File: config.mk
export PLATFORM = sky130hd
export DESIGN_NAME = sq_euclid_dist_early_exit_flat
export DESIGN_NICKNAME = d
export VERILOG_FILES = /design/src/sv/sqed_pkg.sv /design/src/sv/sqed_if.sv /design/src/sv/sqed_lane.sv /design/src/sv/sqed_merge.sv /design/src/sv/sqed_accum.sv /design/src/sv/sq_euclid_dist_early_exit.sv /design/src/flat_wrapper.sv
export SDC_FILE = /design/constraint.sdc
export NUM_CORES = 2
export LEC_CHECK = 0
export BUFFER_PORTS_ARGS = -buffer_cell sky130_fd_sc_hd__buf_4
export CAP_MARGIN = 15
export CORE_UTILIZATION = 60
export CTS_CLUSTER_SIZE = 28
export DETAILED_ROUTE_END_ITERATION = 8
export GPL_TIMING_DRIVEN = 0
export PLACE_DENSITY = 0.77
export SLEW_MARGIN = 20
export SYNTH_ARGS = -nofsm -noshare
export SYNTH_HDL_FRONTEND = slang
export SYNTH_SLANG_ARGS = --single-unit
File: constraint.sdc
create_clock -name clk_i -period 12.2 [get_ports clk_i]
set_input_delay 0.61 -clock clk_i [delete_from_list [all_inputs] [get_ports clk_i]]
set_output_delay 0.61 -clock clk_i [all_outputs]
set_load 0.02 [all_outputs]
File: src/sv/sqed_pkg.sv
// Package for the squared Euclidean distance block with early termination.
// Holds the shared widths, constants and the stage control struct.
// No dependencies; compile this file first.
package sqed_pkg;

  localparam int LANES        = 4;
  localparam int ELEM_FIELD_W = 16;
  localparam int ELEM_BITS    = 16;
  localparam int SUM_W        = 40;
  localparam int SQ_W         = 2 * (ELEM_BITS + 1);
  localparam int GRP_W        = SQ_W + $clog2(LANES);

  localparam logic [SUM_W-1:0] SUM_MAX = {SUM_W{1'b1}};

  // Control that travels with one group between pipeline stages.
  typedef struct packed {
    logic valid;
    logic last;
  } stage_t;

endpackage

File: src/sv/sqed_if.sv
// Channel interfaces of the squared distance block: input groups, results
// and the threshold write channel. Depends on sqed_pkg.
interface sqed_in_if import sqed_pkg::*; ();
  logic                           valid;
  logic                           ready;
  logic signed [ELEM_FIELD_W-1:0] first_a0;
  logic signed [ELEM_FIELD_W-1:0] first_a1;
  logic signed [ELEM_FIELD_W-1:0] first_a2;
  logic signed [ELEM_FIELD_W-1:0] first_a3;
  logic signed [ELEM_FIELD_W-1:0] second_b0;
  logic signed [ELEM_FIELD_W-1:0] second_b1;
  logic signed [ELEM_FIELD_W-1:0] second_b2;
  logic signed [ELEM_FIELD_W-1:0] second_b3;
  logic                           vector_end;

  modport source (
    output valid, first_a0, first_a1, first_a2, first_a3,
           second_b0, second_b1, second_b2, second_b3, vector_end,
    input  ready
  );
  modport sink (
    input  valid, first_a0, first_a1, first_a2, first_a3,
           second_b0, second_b1, second_b2, second_b3, vector_end,
    output ready
  );
endinterface

interface sqed_out_if import sqed_pkg::*; ();
  logic             valid;
  logic             ready;
  logic [SUM_W-1:0] distance_sum;
  logic             over_threshold;

  modport source (output valid, distance_sum, over_threshold, input ready);
  modport sink (input valid, distance_sum, over_threshold, output ready);
endinterface

interface sqed_cfg_if import sqed_pkg::*; ();
  logic             valid;
  logic             ready;
  logic [SUM_W-1:0] distance_threshold;

  modport source (output valid, distance_threshold, input ready);
  modport sink (input valid, distance_threshold, output ready);
endinterface

File: src/sv/sqed_lane.sv
// One lane: difference of two sign-extended elements and its registered
// square. Depends on sqed_pkg.
module sqed_lane import sqed_pkg::*; (
  input  logic                    clk_i,
  input  logic                    en_i,
  input  logic [ELEM_FIELD_W-1:0] a_i,
  input  logic [ELEM_FIELD_W-1:0] b_i,
  output logic [SQ_W-1:0]         sq_o
);

  logic [ELEM_BITS-1:0] a_low;
  logic [ELEM_BITS-1:0] b_low;
  logic [ELEM_BITS:0]   diff;
  logic [ELEM_BITS:0]   mag;
  logic [SQ_W-1:0]      sq_d;
  logic [SQ_W-1:0]      sq_q;

  assign a_low = a_i[ELEM_BITS-1:0];
  assign b_low = b_i[ELEM_BITS-1:0];

  // Only the low element bits count; they are sign-extended by one bit so
  // the difference cannot overflow.
  assign diff = {a_low[ELEM_BITS-1], a_low} - {b_low[ELEM_BITS-1], b_low};
  assign mag  = diff[ELEM_BITS] ? (~diff + 1'b1) : diff;
  assign sq_d = SQ_W'(mag) * SQ_W'(mag);

  always_ff @(posedge clk_i) begin
    if (en_i) begin
      sq_q <= sq_d;
    end
  end

  assign sq_o = sq_q;

endmodule

File: src/sv/sqed_merge.sv
// Merging stage: adds the squares of all lanes into one registered group
// sum. Depends on sqed_pkg.
module sqed_merge import sqed_pkg::*; (
  input  logic             clk_i,
  input  logic             en_i,
  input  logic [SQ_W-1:0]  sq_i [LANES],
  output logic [GRP_W-1:0] grp_o
);

  logic [GRP_W-1:0] grp_d;
  logic [GRP_W-1:0] grp_q;

  always_comb begin
    grp_d = '0;
    for (int k = 0; k < LANES; k++) begin
      grp_d = grp_d + GRP_W'(sq_i[k]);
    end
  end

  always_ff @(posedge clk_i) begin
    if (en_i) begin
      grp_q <= grp_d;
    end
  end

  assign grp_o = grp_q;

endmodule

File: src/sv/sqed_accum.sv
// Running sum with saturation, threshold check, abort flag and the result
// output register. Depends on sqed_pkg.
module sqed_accum import sqed_pkg::*; (
  input  logic             clk_i,
  input  logic             rst_ni,
  input  stage_t           stage_i,
  input  logic [GRP_W-1:0] grp_i,
  input  logic [SUM_W-1:0] threshold_i,
  input  logic             out_ready_i,
  output logic             take_o,
  output logic             out_valid_o,
  output logic [SUM_W-1:0] out_sum_o,
  output logic             out_over_o
);

  logic [SUM_W-1:0] sum_q;
  logic [SUM_W-1:0] sum_d;
  logic             aborted_q;
  logic             aborted_d;
  logic             out_valid_q;
  logic [SUM_W-1:0] out_sum_q;
  logic             out_over_q;
  logic [SUM_W:0]   ext_sum;
  logic [SUM_W-1:0] sat_sum;
  logic             out_free;
  logic             take;

  assign ext_sum = {1'b0, sum_q} + (SUM_W + 1)'(grp_i);
  assign sat_sum = ext_sum[SUM_W] ? SUM_MAX : ext_sum[SUM_W-1:0];

  // Once aborted, groups add nothing and are not checked again.
  assign sum_d     = aborted_q ? sum_q : sat_sum;
  assign aborted_d = aborted_q | (sat_sum > threshold_i);

  // A group that does not end a vector never needs the output register.
  assign out_free = !out_valid_q || out_ready_i;
  assign take     = stage_i.valid && (!stage_i.last || out_free);

  always_ff @(posedge clk_i or negedge rst_ni) begin
    if (!rst_ni) begin
      sum_q       <= '0;
      aborted_q   <= 1'b0;
      out_valid_q <= 1'b0;
    end else begin
      if (take) begin
        if (stage_i.last) begin
          sum_q     <= '0;
          aborted_q <= 1'b0;
        end else begin
          sum_q     <= sum_d;
          aborted_q <= aborted_d;
        end
      end
      if (take && stage_i.last) begin
        out_valid_q <= 1'b1;
      end else if (out_ready_i) begin
        out_valid_q <= 1'b0;
      end
    end
  end

  always_ff @(posedge clk_i) begin
    if (take && stage_i.last) begin
      out_sum_q  <= aborted_d ? SUM_MAX : sum_d;
      out_over_q <= aborted_d;
    end
  end

  assign take_o      = take;
  assign out_valid_o = out_valid_q;
  assign out_sum_o   = out_sum_q;
  assign out_over_o  = out_over_q;

endmodule

File: src/sv/sq_euclid_dist_early_exit.sv
// Top level of the squared Euclidean distance block with early termination.
// Instantiates sqed_lane, sqed_merge and sqed_accum; uses sqed_pkg and sqed_if.
//
// Each input transaction carries one group of four element pairs of two
// descriptors, as signed 16-bit fixed point. Four lanes form the squared
// differences in parallel, a merging stage adds them, and an accumulator
// adds the group into the running sum of the current vector pair, saturating
// at all ones. When the running sum goes strictly above distance_threshold
// the vector is aborted and its remaining groups are ignored. The group with
// vector_end set produces exactly one result transaction: the sum with
// over_threshold low, or all ones with over_threshold high if the vector was
// aborted. The block accepts one group every clock cycle unless the input
// stalls; a last group's result is registered by the square, the group add
// and then the accumulation into the output register. The accumulator loop (a
// 40-bit add, saturate and compare) sets the issue rate. Groups keep flowing
// while a result waits to be taken; the input stalls only when the pipeline
// is full and its oldest group ends a vector whose result cannot be stored.
// The threshold resets to all ones, is always ready to be written, and
// should be written only while no vector is in flight.
module sq_euclid_dist_early_exit import sqed_pkg::*; (
  input  logic        clk_i,
  input  logic        rst_ni,
  sqed_in_if.sink     in_i,
  sqed_cfg_if.sink    cfg_i,
  sqed_out_if.source  out_o
);

  logic [SUM_W-1:0]        threshold_q;
  logic [ELEM_FIELD_W-1:0] elem_a [LANES];
  logic [ELEM_FIELD_W-1:0] elem_b [LANES];
  logic [SQ_W-1:0]         lane_sq [LANES];
  logic [GRP_W-1:0]        grp_sum;
  stage_t                  s1_q;
  stage_t                  s2_q;
  logic                    s1_en;
  logic                    s2_en;
  logic                    acc_take;
  logic                    in_take;

  // Threshold register; the write channel never stalls.
  assign cfg_i.ready = 1'b1;

  always_ff @(posedge clk_i or negedge rst_ni) begin
    if (!rst_ni) begin
      threshold_q <= SUM_MAX;
    end else if (cfg_i.valid) begin
      threshold_q <= cfg_i.distance_threshold;
    end
  end

  // Stage enables: each stage moves when it is empty or its content moves on.
  assign s2_en      = !s2_q.valid || acc_take;
  assign s1_en      = !s1_q.valid || s2_en;
  assign in_i.ready = s1_en;
  assign in_take    = in_i.valid && s1_en;

  always_ff @(posedge clk_i or negedge rst_ni) begin
    if (!rst_ni) begin
      s1_q <= '0;
      s2_q <= '0;
    end else begin
      if (s1_en) begin
        s1_q.valid <= in_take;
        s1_q.last  <= in_i.vector_end;
      end
      if (s2_en) begin
        s2_q <= s1_q;
      end
    end
  end

  assign elem_a[0] = in_i.first_a0;
  assign elem_a[1] = in_i.first_a1;
  assign elem_a[2] = in_i.first_a2;
  assign elem_a[3] = in_i.first_a3;
  assign elem_b[0] = in_i.second_b0;
  assign elem_b[1] = in_i.second_b1;
  assign elem_b[2] = in_i.second_b2;
  assign elem_b[3] = in_i.second_b3;

  for (genvar k = 0; k < LANES; k++) begin : g_lane
    sqed_lane u_lane (
      .clk_i (clk_i),
      .en_i  (s1_en),
      .a_i   (elem_a[k]),
      .b_i   (elem_b[k]),
      .sq_o  (lane_sq[k])
    );
  end

  sqed_merge u_merge (
    .clk_i (clk_i),
    .en_i  (s2_en),
    .sq_i  (lane_sq),
    .grp_o (grp_sum)
  );

  sqed_accum u_accum (
    .clk_i       (clk_i),
    .rst_ni      (rst_ni),
    .stage_i     (s2_q),
    .grp_i       (grp_sum),
    .threshold_i (threshold_q),
    .out_ready_i (out_o.ready),
    .take_o      (acc_take),
    .out_valid_o (out_o.valid),
    .out_sum_o   (out_o.distance_sum),
    .out_over_o  (out_o.over_threshold)
  );

  // An exceeded result always reports the saturated sum.
  assert property (@(posedge clk_i) disable iff (!rst_ni)
    (out_o.valid && out_o.over_threshold) |-> (out_o.distance_sum == SUM_MAX))
    else $error("exceeded result without all-ones sum");

  // The input stalls only when every stage is full behind a blocked result.
  assert property (@(posedge clk_i) disable iff (!rst_ni)
    !in_i.ready |-> (s1_q.valid && s2_q.valid && s2_q.last && out_o.valid &&
                     !out_o.ready))
    else $error("input stalled while the pipeline could move");

  // A result appears only after a vector-ending group entered the accumulator.
  assert property (@(posedge clk_i) disable iff (!rst_ni)
    $rose(out_o.valid) |-> $past(acc_take && s2_q.last))
    else $error("result without a vector-ending group");

endmodule

File: src/flat_wrapper.sv
// flat-port wrapper written by rule: the top's interface ports become plain ports
module sq_euclid_dist_early_exit_flat import sqed_pkg::*;
  (clk_i, rst_ni, in_i_valid, in_i_first_a0, in_i_first_a1, in_i_first_a2, in_i_first_a3, in_i_second_b0, in_i_second_b1, in_i_second_b2, in_i_second_b3, in_i_vector_end, in_i_ready, cfg_i_valid, cfg_i_distance_threshold, cfg_i_ready, out_o_valid, out_o_distance_sum, out_o_over_threshold, out_o_ready);
  sqed_in_if in_i_i ();
  sqed_cfg_if cfg_i_i ();
  sqed_out_if out_o_i ();
  input  logic clk_i;
  input  logic rst_ni;
  input wire logic [$bits(in_i_i.valid)-1:0] in_i_valid;
  input wire logic [$bits(in_i_i.first_a0)-1:0] in_i_first_a0;
  input wire logic [$bits(in_i_i.first_a1)-1:0] in_i_first_a1;
  input wire logic [$bits(in_i_i.first_a2)-1:0] in_i_first_a2;
  input wire logic [$bits(in_i_i.first_a3)-1:0] in_i_first_a3;
  input wire logic [$bits(in_i_i.second_b0)-1:0] in_i_second_b0;
  input wire logic [$bits(in_i_i.second_b1)-1:0] in_i_second_b1;
  input wire logic [$bits(in_i_i.second_b2)-1:0] in_i_second_b2;
  input wire logic [$bits(in_i_i.second_b3)-1:0] in_i_second_b3;
  input wire logic [$bits(in_i_i.vector_end)-1:0] in_i_vector_end;
  output wire logic [$bits(in_i_i.ready)-1:0] in_i_ready;
  input wire logic [$bits(cfg_i_i.valid)-1:0] cfg_i_valid;
  input wire logic [$bits(cfg_i_i.distance_threshold)-1:0] cfg_i_distance_threshold;
  output wire logic [$bits(cfg_i_i.ready)-1:0] cfg_i_ready;
  output wire logic [$bits(out_o_i.valid)-1:0] out_o_valid;
  output wire logic [$bits(out_o_i.distance_sum)-1:0] out_o_distance_sum;
  output wire logic [$bits(out_o_i.over_threshold)-1:0] out_o_over_threshold;
  input wire logic [$bits(out_o_i.ready)-1:0] out_o_ready;
  assign in_i_i.valid = in_i_valid;
  assign in_i_i.first_a0 = in_i_first_a0;
  assign in_i_i.first_a1 = in_i_first_a1;
  assign in_i_i.first_a2 = in_i_first_a2;
  assign in_i_i.first_a3 = in_i_first_a3;
  assign in_i_i.second_b0 = in_i_second_b0;
  assign in_i_i.second_b1 = in_i_second_b1;
  assign in_i_i.second_b2 = in_i_second_b2;
  assign in_i_i.second_b3 = in_i_second_b3;
  assign in_i_i.vector_end = in_i_vector_end;
  assign in_i_ready = in_i_i.ready;
  assign cfg_i_i.valid = cfg_i_valid;
  assign cfg_i_i.distance_threshold = cfg_i_distance_threshold;
  assign cfg_i_ready = cfg_i_i.ready;
  assign out_o_valid = out_o_i.valid;
  assign out_o_distance_sum = out_o_i.distance_sum;
  assign out_o_over_threshold = out_o_i.over_threshold;
  assign out_o_i.ready = out_o_ready;
  sq_euclid_dist_early_exit u_core (.clk_i(clk_i), .rst_ni(rst_ni), .in_i(in_i_i), .cfg_i(cfg_i_i), .out_o(out_o_i));
endmodule
==> impl_metrics.tcl <==
set metrics [dict create \
    status "completed" \
    fin_setup_tns_ns 0 \
    drive_above_1_share_pct 6.469 \
    hold_viol 0 \
    worstReg2RegEnd "u_core.u_accum.out_sum_o[15]" \
    syn_to_final_growth_pct 8.678 \
    maxSlewHeadroom_pct 20.25 \
    synth.most_common_cell "inv_1" \
    synth_fa_ha_area_share_pct 46.21 \
    clk_latency_ns 0.59 \
    timing.rr.start "u_core.u_accum.sum_q[0]" \
    clock_path_buffers 3 \
    dr_wl_met3_um 8603 \
    netlist_top_cells_area "fa_1 32%, ha_1 14%, edfxtp_1 12%" \
    rrSetupSlack_ns 5.04 \
    overflow 0 \
    yosysWarnings 0 \
    setup_viol 0 \
    slowest_delay_ns 0.87 \
    dieHeight_um 297.5 \
    timing.fmax_mhz 91.15 \
    grt_pass1_vias 41680 \
    fillers 6894 \
    cts_hold_buf 0 \
    antenna_found_initial 0 \
    synth_commonest_cells "1291 x inv_1, 835 x fa_1, 599 x ha_1, 499 x nand2_1, 415 x nor2_1" \
    synthCells 5677 \
    port_buffers 215 \
    wl_met2_um 60450 \
    min_period_ns 10.97 \
    cts_tree "built" \
    gr-usage-all-layers_pct 28.76 \
    path_class "in -> reg" \
    critPathLaunchType "input pin" \
    synthXorXnorAreaFrac_pct 5.029 \
    worstMarginPinSlew_ns 1.192 \
    firstDrtPassIters 6 \
    setup_ws_ns 1.230 \
    end_kind "flop" \
    holdWs_ns 0.07191 \
    grt_max_degree 87 \
    synthSimpleGateAreaFrac_pct 11.10 \
    cts-buffers-inserted 31 \
    startpoint "in_i_second_b0[0]" \
    cp_common_cell "fa_1" \
    yosys_most_used_dff "edfxtp_1" \
    required_ns 12.56 \
    routedWlPerCell_um 17.29 \
    r2r_cells 27 \
    wl_um 123900 \
    synth_top_area_share_pct 31.90 \
    cts.sinks 295 \
    finalNonFillerCells 7168 \
    drtAntennaViolNets 0 \
    ctsResizeCount 0 \
    rows 108 \
    critPathSlowestCell "xnor2_1" \
    cts_setup_buffers 0 \
    post-dp-hpwl_um 105200 \
    synth_edf_count 209 \
    synth_seq_area_share_pct 16.18 \
    diodes 0 \
    fin_skew_ns 0.01534 \
    finalMaxSlewViolations 0 \
    synthMuxAreaShare_pct 0.3056 \
    routedLengthMet1_um 50580 \
    ys_seq_elements 295 \
    drc 0 \
    hold_class "in -> async" \
    syn-cell-area_um2 52400 \
    clk_pin_slew_worst_paths_ns 0.06 \
    boundaryPins 218 \
    drtIter0Drc 2935 \
    synthArstFlopShare_pct 29.15 \
    topRoutingLayerUsed "met4" \
    initial_core_util_pct 60.49 \
    final_nets 7596 \
    synth.avg_cell_area_um2 9.230 \
    synth-compound-area-share_pct 10.81 \
    gp_congestion 0.9393 \
    die_area_um2 88520 \
    cap_violations 0 \
    die_w_um 297.5 \
    worstPathArrival_ns 11.33 \
    vias 39670 \
    synth_top_area_cell "fa_1" \
    dpl.cell_count 7110 \
    avgViaCountPerCell 5.535 \
    critPathCapture "u_core.g_lane[0].u_lane.sq_o[32]" \
    crit_fanout 10 \
    finalCritPeriodShare_pct 89.92 \
    synth_cell_types 93 \
    grt_pass1_wl_um 205900 \
    htreeDepth 1 \
    rsz0062_at_grt "no" \
    root_buffer "clkbuf_16" \
    core_area_um2 86620 \
    place_ws_ns 0.7127 \
    synth_top_family_by_area "adder cells" \
]
[metrics by stage]
step / utilization, % / instance area, um^2
after detailed placement: 64.48 / 55850
after floorplan: - / 52590
after global routing: 65.74 / 56940
final: 65.74 / 56940
after global placement: 64.24 / 55640
after CTS: 65.71 / 56920
[cell type report]
| type | instances | area, um^2 | area share, % |
|---|---|---|---|
| repair buffers | 228 | 1793 | 3.149 |
| inverters | 1310 | 4920 | 8.639 |
| multi-input cells | 3989 | 38730 | 68.02 |
| well taps | 1155 | 1445 | 2.538 |
| clock inverters | 20 | 206.4 | 0.3625 |
| clock buffers | 38 | 863.3 | 1.516 |
| flip-flops and latches | 295 | 8478 | 14.89 |
| plain buffers | 133 | 504.2 | 0.8855 |
[worst min-delay path by stage]
stage | start | to | slack, ns | cells after the start
floorplan | rst_ni | u_core.s1_q[0] | 0.31 | 0
global placement | u_core.s1_q[0] | u_core.s2_q[0] | 0.44 | 1
detailed placement | u_core.s1_q[0] | u_core.s2_q[0] | 0.45 | 1
CTS | in_i_valid | u_core.s1_q[1] | 0.20 | 2
global route | rst_ni | u_core.u_accum.sum_q[6] | 0.13 | 1
finish | rst_ni | u_core.u_accum.sum_q[4] | 0.07 | 1
[cells in the final DEF (no fill, tap or decap), types with 90 or more instances in the layout]
master and count:
xnor2_1 203, a21oi_1 236, buf_4 215, a21o_1 142, o21ai_0 220, inv_1 1291
xor2_1 90, edfxtp_1 209, clkbuf_1 129, nand2_1 499, fa_1 835, ha_1 599
nor2_1 415
[worst max-delay path, delay by kind of cell]
| kind | cells | cell delay [ns] |
|---|---|---|
| xor gates and xnor gates | 2 | 1.10 |
| adders and majority gates | 9 | 3.78 |
| buffers and inverters | 7 | 1.48 |
| AOI/OAI and AO/OA | 10 | 3.08 |
| and+or+nand+nor | 6 | 1.26 |
[cells by family after synthesis]
kind of cell               count (synthesis)
AOI/OAI and AO/OA                        892
other                                      2
and+or+nand+nor                         1296
buffers and inverters                   1443
DFF                                      295
xor gates and xnor gates                 300
muxes                                     15
adders and majority gates               1434
[sequential cells by signal, indices dropped and copies added, names as in the netlist]
| name | cells |
|---|---|
| u_core.g_lane.u_lane.sq_o | 132 |
| u_core.threshold_q | 40 |
| u_core.u_accum.out_sum_o | 40 |
| u_core.u_accum.sum_q | 40 |
| u_core.u_merge.grp_o | 36 |
| u_core.s1_q | 2 |
| u_core.s2_q | 2 |
| u_core.u_accum.aborted_q | 1 |
| u_core.u_accum.out_over_o | 1 |
| u_core.u_accum.out_valid_o | 1 |
[routing by layer]
layer / vias to the layer above / global-route usage, %
li1: 18600 / -
met1: 19480 / 37.95
met2: 1321 / 49.32
met3: 271 / 3.798
met4: 0 / 8.824
met5: - / 0
Power is not shown: default switching activity piles up to over one toggle a cycle in this logic, so the estimate is an artifact.
